===== src/rtl/rdm_held_ram.sv =====
// ----------------------------------------------------------------------------
// rdm_held_ram
// Allocation matrix memory, one write and one registered read per cycle.
// ----------------------------------------------------------------------------
module rdm_held_ram #(
	parameter int AW = 8,
	parameter int DW = 8
) (
	input  logic          clk,
	input  logic          we,
	input  logic [AW-1:0] waddr,
	input  logic [DW-1:0] wdata,
	input  logic [AW-1:0] raddr,
	output logic [DW-1:0] rdata
);

	logic [DW-1:0] mem [1 << AW];

	// write port
	always_ff @(posedge clk) begin
		if (we) begin
			mem[waddr] <= wdata;
		end
	end

	// registered read port
	always_ff @(posedge clk) begin
		rdata <= mem[raddr];
	end

endmodule

===== config.mk =====
export PLATFORM = sky130hd
export DESIGN_NAME = rdm_held_ram
export DESIGN_NICKNAME = d
export VERILOG_FILES = /design/src/rtl/rdm_held_ram.sv
export SDC_FILE = /design/constraint.sdc
export NUM_CORES = 2
export LEC_CHECK = 0
export BUFFER_PORTS_ARGS = -buffer_cell sky130_fd_sc_hd__buf_4
export CELL_PAD_IN_SITES_DETAIL_PLACEMENT = 1
export CELL_PAD_IN_SITES_GLOBAL_PLACEMENT = 1
export CORE_ASPECT_RATIO = 1.5
export CORE_MARGIN = 2
export CORE_UTILIZATION = 56
export DETAILED_ROUTE_END_ITERATION = 7
export PLACE_DENSITY = 0.82
export SLEW_MARGIN = 10
export SYNTH_ARGS = -nofsm -noshare
export SYNTH_HDL_FRONTEND = slang
export SYNTH_SLANG_ARGS = --single-unit

===== constraint.sdc =====
create_clock -name clk -period 5.35 [get_ports clk]
set_input_delay 1.07 -clock clk [delete_from_list [all_inputs] [get_ports clk]]
set_output_delay 1.07 -clock clk [all_outputs]
set_load 0.05 [all_outputs]

# After elaboration in Yosys (flattened, before gate mapping)
# Memories as Yosys holds them, arrays and structs flattened. A register that Yosys moved wholly into a read port is not among the register bits.
# Index checks and enable logic that the tools add are counted.
# totals
input_bits	26
wordCells	3
mem_count	1
ramBits	2048
register_bits	0
# classes
n_mux	2
# memory_table
memory	words	word_bits	read_ports	rd_ports_with_merged_regs	wr	line	source
mem	256	8	1	1	1	17	logic [DW-1:0] mem [1 << AW];
# op_table
cell	count
$mux 1	2

# Logic depth before layout (Yosys ltp)
# logic_depth
ltp_word	2
mapped_depth	11
depth_no_buf	6

# Least setup slack after synthesis
# No wires, ideal clock.
# synth_path
path_kind	input-to-reg
startpoint	input port raddr[0]
endpoint	register rdata[2] (read register of mem)
slack_ns	2.342
path_buffers	4
stages	9
setup_time_ns	0.131
arrival_time_ns	2.877
path_cell_list	buf_6 > buf_12 > buf_8 > buf_2 > mux4_2 > a22oi_1 > a21oi_1 > nor4_1 > nor4_2
# synth_lines
element	line	source
start: declaration	13	input logic [AW-1:0] raddr,
end: declaration	14	output logic [DW-1:0] rdata

==> results by group <==
Outcome
  • Status: completed

Clocking
  • TritonCTS Sinks: 2056
  • Clk_lat worst skew: 820 ps
  • TritonCTS clock tree: done
  • # Post-CTS Setup Buffers: 0
  • Post_cts resized: 0
  • H-tree levels: 4
  • TritonCTS buffer count: 177
  • Root buffer selected by CTS: clkbuf_16
  • Clock-pin slew on the worst setup and hold paths: 70 ps
  • Hold buffers post-CTS: 0
  • CTS Buffer Depth: 3

Yosys
  • Synth area leader: edfxtp_1
  • Yosys cell types: 55
  • Register area share after synthesis: 0.775
  • Yosys top cell area share: 0.773
  • Post-Syn Area: 79600 um^2
  • Largest cells by area after synthesis: edfxtp_1, mux4_2, mux2i_1
  • YS warnings: 0
  • Synthesized net count: 3759
  • Post-synth EDFFs: 2048
  • Synth Register Bits: 2056
  • Synth async-reset ratio: 0
  • Avg Inst Size Synth: 21.3 um^2
  • Top_reg_cell synth: edfxtp_1
  • Cells after Synth: 3733

Worst setup path
  • Crit-path slowest cell: nor3_1
  • CP max FO: 41
  • Cell Chain, Critical Path: buf_4 -> buf_12 -> nand2_1 -> buf_4 -> o221ai_1 -> a21oi_1 -> nor3_1 -> nor4_1 -> nor4_2
  • Flop-to-flop setup slack: 2250 ps
  • Largest stage delay, worst path: 970 ps
  • Crit path DAT: 4920 ps
  • CP endpoint kind: register
  • R2R depth: 6
  • Critical Path RT: 6080 ps
  • RR Startpoint: mem[82][3]$_DFFE_PP_
  • Reg-to-Reg End: rdata[3]$_DFF_P_
  • Most used cell, CP: buf_4
  • WS Path Type: input pin to register
  • CP startpoint kind: input pin

Finish
  • Layout area overhead: 10.1%
  • Final core utilization: 0.620
  • Share of layout cells above drive strength 1: 0.219
  • Fillers: 11600
  • Multi-input logic area: 16500 um^2
  • Seq. cell area: 61700 um^2
  • Fin nets: 3857
  • Post-route cell area: 87600 um^2

Power and ir drop
  • P_sw: 6.98 mW
  • VDD IR max: 326 uV
  • Leakage power: 26.8 nW
  • Sequential power share: 0.552
  • Cell Int Power: 25.2 mW
  • Combinational share of power: 0.054
  • Cell Pwr Density: 368 nW/um^2
  • Clock group share of total power: 0.394
  • Switch share: 0.217

Drt
  • Initial DRC count: 5408
  • Vias: 40600
  • Vias per inst: 6.93
  • Routed Wire Length: 226 mm
  • DRC errors left: 0
  • Pre-Repair DR Iteration Count: 5
  • Remaining antenna violation count after routing: 0
  • DR WL/cell: 38.5 um

Placement
  • Last weighted congestion value of the routability-driven placer: 0.895
  • Port bufs: 33
  • Pre-CTS setup slack: 670 ps
  • DPL Wire Length: 137 mm
  • Area after DPL: 82000 um^2

STA
  • Final Skew: 24.4 ps
  • Pins over their slew limit: 0
  • Final hold violations: 0
  • Setup TNS: 0 ps
  • Final setup vio count: 0
  • RSZ-0062 raised after global routing: false
  • Fin worst setup slack: 1160 ps
  • Max Freq: 239 MHz
  • Post-layout minimum cycle time: 4190 ps
  • Worst slew margin: 0.149
  • Tightest Pin Transition: 1270 ps
  • Final period utilization: 0.783

Global routing
  • Pin count of the biggest net entering global routing: 136
  • Total GRT Usage: 0.317
  • Initial antenna violation count: 10
  • Gr ovfl total: 0
  • Vias in the first global route: 43200
  • First-pass GRT wire length: 324 mm

Floorplanning
  • Ports: 34
  • Die span in x: 312 um
  • Placeable core area: 141000 um^2
  • Starting density of the core: 0.563
  • FP Rows: 169
  • Die area: 145000 um^2
  • DIE HEIGHT: 466 um

Worst hold path
  • Worst min-delay path class: input pin to register
  • WHS Endpoint: mem[158][1]$_DFFE_PP_
  • Hold path start: wdata[1]
  • Worst Hold Depth: 1

Flow run
  • Max Cap Viol: 0
## routing by layer
layer / vias up / global-route usage / wire (um)
met5: - / 0 / 81
met4: 12 / 0.208 / 17300
met3: 742 / 0.0690 / 21500
met2: 2745 / 0.534 / 115000
met1: 21300 / 0.368 / 72100
li1: 15800 / - / -
## worst max-delay path, delay by kind of cell
family	cells	cell delay, ps
and+or+nand+nor	4	2100
AOI/OAI and AO/OA	2	460
buffers and inverters	3	1150
## layout by cell type, fill, tap and decap left out, drive strengths merged, types with 2 or more instances in the layout
cell type	count
nand3b	2
mux2i	134
o211ai	10
a311oi	2
nand2b	8
o221ai	47
o22ai	28
o32ai	5
diode	6
o21ai	12
nor4	27
or2	4
nor2	282
clkinvlp	5
and3b	2
nand2	33
a22o	8
clkbuf	236
dfxtp	8
a211oi	16
and2	6
a31oi	2
nand3	34
a221oi	14
edfxtp	2048
nand4	10
a21oi	96
bufinv	14
buf	144
nor2b	31
inv	6
mux4	456
clkinv	70
a2111oi	5
a22oi	133
nor3	22
o22a	5
## power by group through the flow
stage	Sequential, mW	Clock, mW	Combinational (mW)
after global routing	17.8	13.2	1.77
after global placement	18.1	0	1.60
after floorplan	18.2	0	0.863
after detailed placement	18.1	0	1.67
final	17.8	12.7	1.73
after CTS	17.8	12.7	1.70
## synthesized netlist by cell type (all sizes together) (2+ instances only)
master and instances:
buf 122, o22a 5, nand4 10, a2111oi 5
and2 6, a21oi 96, a211oi 16, nand3 34
o22ai 28, dfxtp 8, nand3b 2, nor2b 31
nand2 33, a311oi 2, o21ai 12, or2 4
a22o 8, a31oi 2, a221oi 14, o221ai 47
a22oi 133, o211ai 10, clkbuf 111, nand2b 8
and3b 2, nor2 282, nor4 27, o32ai 5
edfxtp 2048, nor3 22, mux4 456, mux2i 134
## worst max path at each step
stage                   from               end  slack [ps]
global route        raddr[1]  rdata[4]$_DFF_P_        1120
finish              raddr[2]  rdata[2]$_DFF_P_        1160
detailed placement  raddr[2]  rdata[4]$_DFF_P_         670
global placement    raddr[2]  rdata[4]$_DFF_P_         740
CTS                 raddr[2]  rdata[1]$_DFF_P_        1400
floorplan           raddr[0]  rdata[2]$_DFF_P_        2340
## stage by stage
stage               power, mW  hold WS [ps]  std cells
detailed placement       19.8          1010       5533
floorplan                19.0           770       3733
CTS                      32.2           801       5854
finish                   32.2           799       5860
global route             32.7           819       5855
global placement         19.7           984       5533
## area by class of cell
type                    count  share of cell area
diodes                      6            0.000171
clock buffers             228              0.0542
clock inverters            93             0.00933
inverters                   2           0.0000857
multi-input cells        1442               0.188
flip-flops and latches   2056               0.704
well taps                1881              0.0269
repair buffers            152              0.0166
## state kept, by name, summed over array words and instances, names as in the netlist
signal	cells
rdata	8
mem	2048
## cell families (layout without fill, tap and decap cells)
group | count (synthesis) | after routing | synth area share
buffers and inverters | 235 | 475 | 0.0183
AO/OA/AOI/OAI | 385 | 385 | 0.0342
AND/OR/NAND/NOR | 466 | 466 | 0.0263
flip-flops | 2056 | 2056 | 0.775
other | 0 | 6 | 0
multiplexers | 591 | 591 | 0.146
Note: power is estimated with default switching activity, not from simulation.
