[config.mk]
export PLATFORM = sky130hd
export DESIGN_NAME = rdm_alu
export DESIGN_NICKNAME = d
export VERILOG_FILES = /design/src/rtl/rdm_pkg.sv /design/src/rtl/rdm_alu.sv
export SDC_FILE = /design/constraint.sdc
export NUM_CORES = 1
export LEC_CHECK = 0
export BUFFER_PORTS_ARGS = -buffer_cell sky130_fd_sc_hd__buf_2
export CAP_MARGIN = 10
export CORE_MARGIN = 2
export CORE_UTILIZATION = 53
export DETAILED_ROUTE_END_ITERATION = 12
export GPL_TIMING_DRIVEN = 1
export PLACE_DENSITY = 0.85
export SETUP_SLACK_MARGIN = 0.05
export SLEW_MARGIN = 20
export SYNTH_ARGS = -nofsm -noshare
export SYNTH_HDL_FRONTEND = slang
export SYNTH_SLANG_ARGS = --single-unit
[constraint.sdc]
create_clock -name vclk -period 8.13
set_input_delay 0.4065 -clock vclk [all_inputs]
set_output_delay 0.4065 -clock vclk [all_outputs]
set_load 0.01 [all_outputs]
[src/rtl/rdm_pkg.sv]
// ----------------------------------------------------------------------------
// rdm_pkg
// Event codes, result status codes and shared types of the deadlock manager.
// ----------------------------------------------------------------------------
package rdm_pkg;

	// event codes
	localparam logic [2:0] OP_LOAD   = 3'd0;
	localparam logic [2:0] OP_START  = 3'd1;
	localparam logic [2:0] OP_EXIT   = 3'd2;
	localparam logic [2:0] OP_ACQ    = 3'd3;
	localparam logic [2:0] OP_REL    = 3'd4;
	localparam logic [2:0] OP_RETRY  = 3'd5;
	localparam logic [2:0] OP_DETECT = 3'd6;

	// result status codes
	localparam logic [2:0] ST_GRANTED  = 3'd0;
	localparam logic [2:0] ST_BLOCKED  = 3'd1;
	localparam logic [2:0] ST_RELEASED = 3'd2;
	localparam logic [2:0] ST_DENIED   = 3'd3;
	localparam logic [2:0] ST_KILLED   = 3'd4;
	localparam logic [2:0] ST_SAFE     = 3'd5;
	localparam logic [2:0] ST_DONE     = 3'd6;

	// operand width of the shared arithmetic unit (widest counter)
	localparam int OPW = 16;

	typedef struct packed {
		logic [OPW-1:0] a;
		logic [OPW-1:0] b;
		logic           work_mode;
	} alu_req_t;

	typedef struct packed {
		logic [OPW-1:0] sum;
		logic [OPW-1:0] diff;
		logic           ge;
		logic           ovf;
	} alu_rsp_t;

	typedef struct packed {
		logic [2:0] status;
		logic [3:0] proc;
	} res_item_t;

endpackage

[src/rtl/rdm_alu.sv]
// ----------------------------------------------------------------------------
// rdm_alu
// Shared saturating adder and subtract/compare unit.
// ----------------------------------------------------------------------------
module rdm_alu #(
	parameter int AMOUNT_BITS = 8,
	parameter int WORK_BITS = 12
) (
	input  rdm_pkg::alu_req_t req,
	output rdm_pkg::alu_rsp_t rsp
);
	import rdm_pkg::*;

	localparam logic [OPW:0] AMOUNT_CAP = (OPW+1)'((1 << AMOUNT_BITS) - 1);
	localparam logic [OPW:0] WORK_CAP = (OPW+1)'((1 << WORK_BITS) - 1);

	logic [OPW:0] s;
	logic [OPW:0] cap;

	// add with saturation at the selected cap, compare by subtraction
	always_comb begin
		s = {1'b0, req.a} + {1'b0, req.b};
		cap = req.work_mode ? WORK_CAP : AMOUNT_CAP;
		rsp.ovf = (s > cap);
		rsp.sum = rsp.ovf ? cap[OPW-1:0] : s[OPW-1:0];
		rsp.ge = (req.a >= req.b);
		rsp.diff = req.a - req.b;
	end

endmodule

### After elaboration in Yosys (flattened, before gate mapping)

Index checks and enable logic that the tools add are counted.

* $add $sub $neg: 2
* mux-type cells: 2
* order comparisons: 2

Operators with widths (number)
* $add 16x16->17: 1
* $gt 17x12->1: 1
* $ge 16x16->1: 1
* $mux 16: 1
* $sub 16x16->16: 1
* $mux 12: 1

* logic and storage cells: 6
* output and inout bits: 34
* bits of input ports: 33
* bits in registers: 0

### Longest topological paths before layout

* depth after elaboration: 3
* depth in mapped cells: 19
* mapped depth without buffers: 18

### Worst setup path before layout

Ideal clock, no wire load.

* path kind: input-to-output
* start: input req[2] in the netlist's numbering
* end: output rsp[29] in the netlist's numbering
* slack: 3.175 ns
* buffers on the path: 1
* arrival time: 4.549 ns
* required time: 7.724 ns
* stages: 19
* cell sequence: inv_1 ha_1 nand2b_1 a221oi_2 o221ai_1 a21oi_1 a21oi_1 o21bai_1 xnor2_1 ha_1 inv_1 a2111oi_0 o21ai_0 a2111oi_0 nand3_1 or4_4 a2111oi_4 buf_6 mux2_1

RTL lines
* from (decl): line rdm_alu.sv:9 `input rdm_pkg::alu_req_t req,`
* to (decl): line rdm_alu.sv:10 `output rdm_pkg::alu_rsp_t rsp`

==> impl_metrics.ini <==
[sta]
worstMarginPinSlew_ns = 0.763
finalSetupTns_ns = 0
max_slew_margin_pct = 49.1
final.min_clock_period_ns = 5.89
post-route-period-util_pct = 72.5
rsz0062_at_grt = false
holdWs_ns = 1.20
hold_violations = 0
max_freq_mhz = 170
setup_viol = 0
slew_violations = 0

[clocking]
hold_buffers = 0
postCtsSetupBuffers = 0
cts_resized = 0

[floorplan]
die_x_microns = 64.7
dieHeight_microns = 64.7
coreArea_sq_um = 3610
dieArea_sq_um = 4190
boundaryPins = 67
num_rows = 22
initial_core_util_pct = 54.2

[yosys]
synth-seq-area-share_pct = 0
synth_area_sq_um = 1950
syn_inst = 280
syn_avg_cell_area_sq_um = 6.98
yosys_warnings = 0
yosysUniqueCellTypes = 54

[cells_and_area]
seq_cells = 0
fillers = 364
seqCellArea_sq_um = 0
nClkBuffers = 0
design_area_sq_um = 2220
nNetsFinal = 401
num_antenna_cells = 0
area_growth_pct = 13.7
drive_above_1_share_pct = 22.0
fin_cells = 376

[hold_path]
hold_start = req[0]
hold_path_end = rsp[28]
min_path_type = in2out
holdPathStages = 3

[critical_path]
cp_data_arrival_time_ns = 5.49
cp-start-kind = primary input
path_max_fanout = 13
critPathCaptureType = output pin
critPathKind = in2out
critPathRequiredTime_ns = 7.72

[placed_design]
portBuffers = 63
placed_area_sq_um = 2220
gp_congestion = 0.871
dp.cells = 376
hpwl_microns = 4150

[power_and_ir_drop]
total_power_mw = 0.185
power.density_nw_per_um2 = 83.5
ir_drop_mv = 0.0467
p_leak_nw = 1.11

[routing]
dr.pass1.iters = 4
routedWlPerCell_microns = 13.3
antenna_left = 0
routed_wl_microns = 5000
vias = 2163
vias_per_cell = 5.75
detail_route.drc_violations = 0
drtIter0Drc = 116

[global_routing]
grt_start_max_net_pins = 14
first_global_vias = 1811
grt_pass1_wl_microns = 7780
grt_overflow_total = 0
antenna_found_initial = 0
gr-usage-all-layers_pct = 21.9

[status]
status = completed

[job]
maxCapViolCount = 0
per-stage QoR:
stage | setup slack, ns | utilization, %
finish | 2.24 | 61.6
floorplan | 3.17 | -
detailed placement | 2.31 | 61.6
global route | 1.82 | 61.6
global placement | 2.55 | 61.6
CTS | 2.31 | 61.6
synthesized netlist by cell type (2+ instances only):
| cell | count | area (sq um) |
|---|---|---|
| a2111oi_0 | 3 | 26.3 |
| a21boi_0 | 2 | 15.0 |
| a21o_1 | 5 | 37.5 |
| a21oi_1 | 19 | 95.1 |
| a22oi_1 | 2 | 15.0 |
| a2bb2oi_1 | 3 | 26.3 |
| a31oi_1 | 3 | 18.8 |
| and3_1 | 2 | 12.5 |
| buf_2 | 5 | 25.0 |
| buf_4 | 8 | 60.1 |
| buf_6 | 2 | 22.5 |
| clkbuf_1 | 2 | 7.51 |
| fa_1 | 2 | 40.0 |
| ha_1 | 36 | 450 |
| inv_1 | 39 | 146 |
| mux2_2 | 4 | 45.0 |
| nand2_1 | 11 | 41.3 |
| nand2b_1 | 8 | 50.1 |
| nand3_1 | 6 | 30.0 |
| nand4_1 | 3 | 18.8 |
| nor2_1 | 23 | 86.3 |
| nor2b_1 | 8 | 50.1 |
| nor3_1 | 11 | 55.1 |
| nor4_1 | 5 | 31.3 |
| o21ai_0 | 15 | 75.1 |
| o21bai_1 | 4 | 30.0 |
| o31ai_1 | 3 | 22.5 |
| or3_1 | 3 | 18.8 |
| xnor2_1 | 14 | 123 |
| xor2_1 | 5 | 43.8 |
routing by layer:
layer,share of wire [%],GRT usage [%]
met5,0,0
met4,0.84,3.19
met3,5.4,2.08
met2,49,38.1
met1,45,29.6
final cells by class:
| type | instances | area [sq um] | area share, % |
|---|---|---|---|
| multi-input combinational | 226 | 1700 | 76.5 |
| timing repair buffer | 63 | 315 | 14.2 |
| inverter | 39 | 146 | 6.59 |
| tap | 48 | 60.1 | 2.70 |
placed cells by master (no fill, tap or decap), drive strengths merged, types with 5 or more instances in the layout:
cell / n
o21ai: 16
xor2: 5
nor2b: 8
nand2: 11
ha: 36
xnor2: 14
nor2: 23
mux2: 5
buf: 63
a21oi: 19
nor4: 6
inv: 39
nand2b: 8
nor3: 11
nand3: 6
a21o: 5
critical path, stage by stage:
cell	delay, ns
buf_2	0.15
inv_1	0.06
ha_1	0.32
nand2b_1	0.20
a221oi_2	0.29
o221ai_1	0.20
a21oi_1	0.36
a21oi_1	0.12
o21bai_1	0.16
xnor2_1	0.11
ha_1	0.34
inv_1	0.05
a2111oi_0	0.37
o21ai_0	0.14
a2111oi_0	0.37
nand3_1	0.12
or4_4	0.44
a2111oi_4	0.74
mux2_2	0.41
buf_2	0.14
how the worst max path moves through the flow:
stage / endpoint / from / cells past startpoint / slack (ns)
after detailed placement: rsp[27] / req[2] / 20 / 2.31
after global routing: rsp[26] / req[2] / 20 / 1.82
after CTS: rsp[27] / req[2] / 20 / 2.31
after global placement: rsp[27] / req[2] / 20 / 2.55
after floorplan: rsp[29] / req[2] / 19 / 3.17
final: rsp[27] / req[2] / 20 / 2.24
where the power goes:
group	leakage (nW)	switching (mW)	internal, mW
combinational	1.11	0.107	0.0785
clock	0	0	0
sequential	0	0	0
logic make-up (layout without fill, tap and decap cells):
kind of cell / count (synthesis) / after routing / synth area share, %
AND/OR/NAND/NOR: 86 / 86 / 23.0
other: 1 / 4 / 0.192
XOR/XNOR: 19 / 19 / 8.51
AO/OA/AOI/OAI: 73 / 73 / 26.2
buffers and inverters: 57 / 102 / 13.6
adder cells (fa/ha/maj): 38 / 38 / 25.1
multiplexers: 6 / 6 / 3.39
Note: power is estimated with default switching activity, not from simulation.
